**config.mk**
```make
export PLATFORM = sky130hd
export DESIGN_NAME = deq_ctrl
export DESIGN_NICKNAME = d
export VERILOG_FILES = /design/src/hw/rtl/deq_pkg.sv /design/src/hw/rtl/deq_ctrl.sv
export SDC_FILE = /design/constraint.sdc
export NUM_CORES = 1
export LEC_CHECK = 0
export ABC_AREA = 1
export ABC_CLOCK_PERIOD_IN_PS = 800
export BUFFER_PORTS_ARGS = -buffer_cell sky130_fd_sc_hd__clkbuf_2
export CORE_AREA = 8 8 45 47
export CTS_CLUSTER_SIZE = 20
export DETAILED_ROUTE_END_ITERATION = 10
export DIE_AREA = 0 0 53 55
export GPL_ROUTABILITY_DRIVEN = 0
export HOLD_SLACK_MARGIN = 0.02
export PLACE_DENSITY = 0.3
export SYNTH_ARGS = -nofsm -noshare
export SYNTH_HDL_FRONTEND = slang
export SYNTH_SLANG_ARGS = --single-unit
```
**constraint.sdc**
```tcl
create_clock -name clk -period 0.8 [get_ports clk]
set_input_delay 0.12 -clock clk [delete_from_list [all_inputs] [get_ports clk]]
set_output_delay 0.12 -clock clk [all_outputs]
set_load 0.1 [all_outputs]
```
**src/hw/rtl/deq_pkg.sv**
```systemverilog
// Shared types and sizing constants for the double-ended queue.
package deq_pkg;

    localparam int DEPTH      = 1024;
    localparam int WORD_W     = 32;
    localparam int PTR_W      = (DEPTH > 1) ? $clog2(DEPTH) : 1;
    localparam int CNT_W      = $clog2(DEPTH + 1);
    localparam int CNT_OUT_W  = 11;

    typedef enum logic [2:0] {
        OP_PUSH_BACK  = 3'd0,
        OP_PUSH_FRONT = 3'd1,
        OP_POP_FRONT  = 3'd2,
        OP_POP_BACK   = 3'd3,
        OP_PEEK_FRONT = 3'd4,
        OP_PEEK_BACK  = 3'd5,
        OP_SIZE       = 3'd6,
        OP_CLEAR      = 3'd7
    } deq_op_t;

    typedef enum logic [1:0] {
        ST_OK   = 2'd0,
        ST_DATA = 2'd1,
        ST_ERR  = 2'd2
    } deq_status_t;

    typedef enum logic [1:0] {
        S_IDLE,
        S_READ,
        S_RESP
    } deq_state_t;

    // controller to datapath
    typedef struct packed {
        logic exec;
        logic capture;
    } deq_ctrl_t;

    // datapath to controller
    typedef struct packed {
        logic needs_read;
    } deq_stat_t;

endpackage

```
**src/hw/rtl/deq_ctrl.sv**
```systemverilog
// Sequencer for the queue: accept, optional store read, response hand-off.
module deq_ctrl
    import deq_pkg::*;
(
    input  logic      clk,
    input  logic      rst_n,
    input  logic      in_valid,
    output logic      in_ready,
    output logic      out_valid,
    input  logic      out_ready,
    input  deq_stat_t stat,
    output deq_ctrl_t ctrl
);

    deq_state_t state_reg;
    deq_state_t state_next;

    always_ff @(posedge clk or negedge rst_n)
    begin
        if (!rst_n)
        begin
            state_reg <= S_IDLE;
        end
        else
        begin
            state_reg <= state_next;
        end
    end

    always_comb
    begin
        state_next = state_reg;
        case (state_reg)
            S_IDLE:
            begin
                if (in_valid)
                begin
                    state_next = stat.needs_read ? S_READ : S_RESP;
                end
            end
            S_READ:
            begin
                state_next = S_RESP;
            end
            S_RESP:
            begin
                if (out_ready)
                begin
                    state_next = S_IDLE;
                end
            end
            default:
            begin
                state_next = S_IDLE;
            end
        endcase
    end

    always_comb
    begin
        in_ready     = 1'b0;
        out_valid    = 1'b0;
        ctrl.capture = 1'b0;
        case (state_reg)
            S_IDLE:  in_ready     = 1'b1;
            S_READ:  ctrl.capture = 1'b1;
            S_RESP:  out_valid    = 1'b1;
            default: in_ready     = 1'b0;
        endcase
        ctrl.exec = in_ready && in_valid;
    end

endmodule

```
==> qor.txt <==
Final worst slack - -386.3 ps
Synthesized flop and latch total - 2
Worst min-delay path class - in2reg
CP Max Fanout - 4
Failing checks - negative setup slack
Gate Count Post-Synth - 16
Pin count of the biggest net entering global routing - 5
Wirelength, routed - 442 um
Share of cells above drive strength 1 - 77.14%
First-pass GRT wire length - 710 um
Final Max Slew Viols - 0
Tmin final - 1186 ps
Starting Density - 8.499%
Slew at the pin closest to its max-slew limit - 142.0 ps
Critical Path Source Type - flip-flop
Setup tns final - -1851 ps
Synthesis Warnings - 0
Vias after detailed routing - 165
Synth cell types - 9
Cells along the critical path - inv_2, buf_4, nor2_4, buf_12
Critical path's slowest cell - dfrtp_1
Status - finished, violations left
HPWL after DPL - 380.3 um
# diodes - 0
Fmax - 0.8429 GHz
Core Footprint - 1384 sq um
Final Skew - 3.026 ps
Leakage power - 0.1698 nW
Final hold viol count - 0
CTS tree - built
Maxcap violations - 0
Clock sink total - 2
Die span in x - 53 um
Post-Syn Area - 117.6 sq um
GR Util All Layers - 3.661%
RSZ-0062 raised after global routing - true
WL/cell - 8.667 um
Number of buffers added on ports - 8
I/O Pins - 9
Largest register FFs - 2
VDD IR-drop max - 1105 uV
Syn Nets - 21
Overall power - 1.078 mW
Number of DRC markers in iteration 0 - 0
Vias in the first global route - 173
Layout net count - 42
TritonRoute pass-1 iters - 1
Commonest non-fill, non-tap cell in the layout - buf_4
WP data arrival - 1070 ps
Critical path endpoint category - output pin
Number of buffers created by CTS - 3
Global route total overflow - 0
Area growth from synthesis to layout - 206.4%
CP Class - reg2out
Synth Area per Inst - 7.351 sq um
CP required - 680 ps
Clk root buf - clkbuf_4
Max_slew headroom - 90.54%
Final Cycle Share - 148.3%
Clock Tree Buf Depth - 2
PwrDens - 2992 nW/um^2
Row cnt - 14
Residual DRC - 0
Clock-pin slew on the worst setup and hold paths - 30 ps
Clock latency at the later pin of the worst-skew pair - 220 ps
Seq/Total Area, Yosys - 42.55%
Final setup violation count - 6
Initial antenna violation count - 0
H-tree depth - 1
Full die area - 2915 sq um
Fillers - 155
Max incr delay on CP - 340 ps
Post-route ant nets - 0
Most frequent cells in the layout - buf_4, clkbuf_2, buf_12
Height of the die - 55 um
Vias per cell - 3.235
## logic make-up (layout without fill, tap and decap cells)
kind of cell / after synthesis / in the layout / share of synthesized area, %
and+or+nand+nor: 8 / 8 / 38.30
buffers and inverters: 6 / 25 / 19.15
DFF: 2 / 2 / 42.55
## Yosys cell counts
| library cell | n | area share [%] |
|---|---|---|
| nand3b_1 | 1 | 6.4 |
| nor3_2 | 1 | 8.5 |
| nand3_1 | 2 | 8.5 |
| nor2_1 | 2 | 6.4 |
| inv_1 | 4 | 13 |
| dfrtp_1 | 2 | 43 |
| nand2_2 | 1 | 5.3 |
| nand2_1 | 1 | 3.2 |
| inv_2 | 2 | 6.4 |
## metrics by stage
stage / hold WS (ps) / area [sq um] / utilization, % / instances / setup slack, ps
floorplan: -175.6 / 145.1 / - / 16 / -349.0
global placement: -89.22 / 295.3 / 21.34 / 44 / -160.0
detailed placement: -84.36 / 295.3 / 21.34 / 44 / -160.2
CTS: 133.7 / 337.8 / 24.41 / 49 / -403.9
global route: 138.6 / 360.3 / 26.04 / 51 / -451.4
finish: 131.8 / 360.3 / 26.04 / 51 / -386.3
## layout make-up
cell class	count	area (sq um)	share of cell area (%)
timing repair buffer	16	170.2	47.22
tap	16	20.02	5.556
inverter	6	30.03	8.333
sequential	2	50.05	13.89
clock buffer	3	22.52	6.250
multi-input combinational	8	67.56	18.75
## per-layer routing
layer  global-route usage, %  up-vias  wire (um)  share of wire [%]
li1                        -       86          -                  -
met1                   3.647       70        187                 42
met2                   3.711        9        164                 37
met3                   5.615        0         89                 20
met4                   1.293        0          0                  0
met5                       0        -          0                  0
## path summary, 6_finish.rpt
kind	startpoint	end	slack (ps)	depth (start not counted)
max	state_reg[1]$_DFFE_PN0P_	out_valid	-390	4
max in group asynchronous	rst_n	state_reg[0]$_DFFE_PN0P_	470	2
min	stat	state_reg[0]$_DFFE_PN0P_	130	3
min reg2reg	state_reg[1]$_DFFE_PN0P_	state_reg[1]$_DFFE_PN0P_	560	2
min in group asynchronous	rst_n	state_reg[1]$_DFFE_PN0P_	230	2
max reg2reg	state_reg[1]$_DFFE_PN0P_	state_reg[0]$_DFFE_PN0P_	-220	5
## where the power goes
part	switching [mW]	leakage (nW)	internal [mW]	total, mW
Clock	0.0494	0.0138	0.165	0.214
Sequential	0.0130	0.0258	0.119	0.132
Combinational	0.442	0.130	0.290	0.732
## worst max-delay path, delay by kind of cell (launching register included)
family | cells | cell delay, ps
flops | 1 | 340
simple gates | 1 | 110
buf+inv | 3 | 390
## timing repair
action | CTS | global route
setup endpoints to repair | 6 | 6
buffers inserted | 1 | 2
hold buffers | 1 | 0
gates resized for setup | 1 | 2
hold endpoints to repair | 2 | 0
pin swaps | 0 | 2
Power figures use the tool's default switching activity.
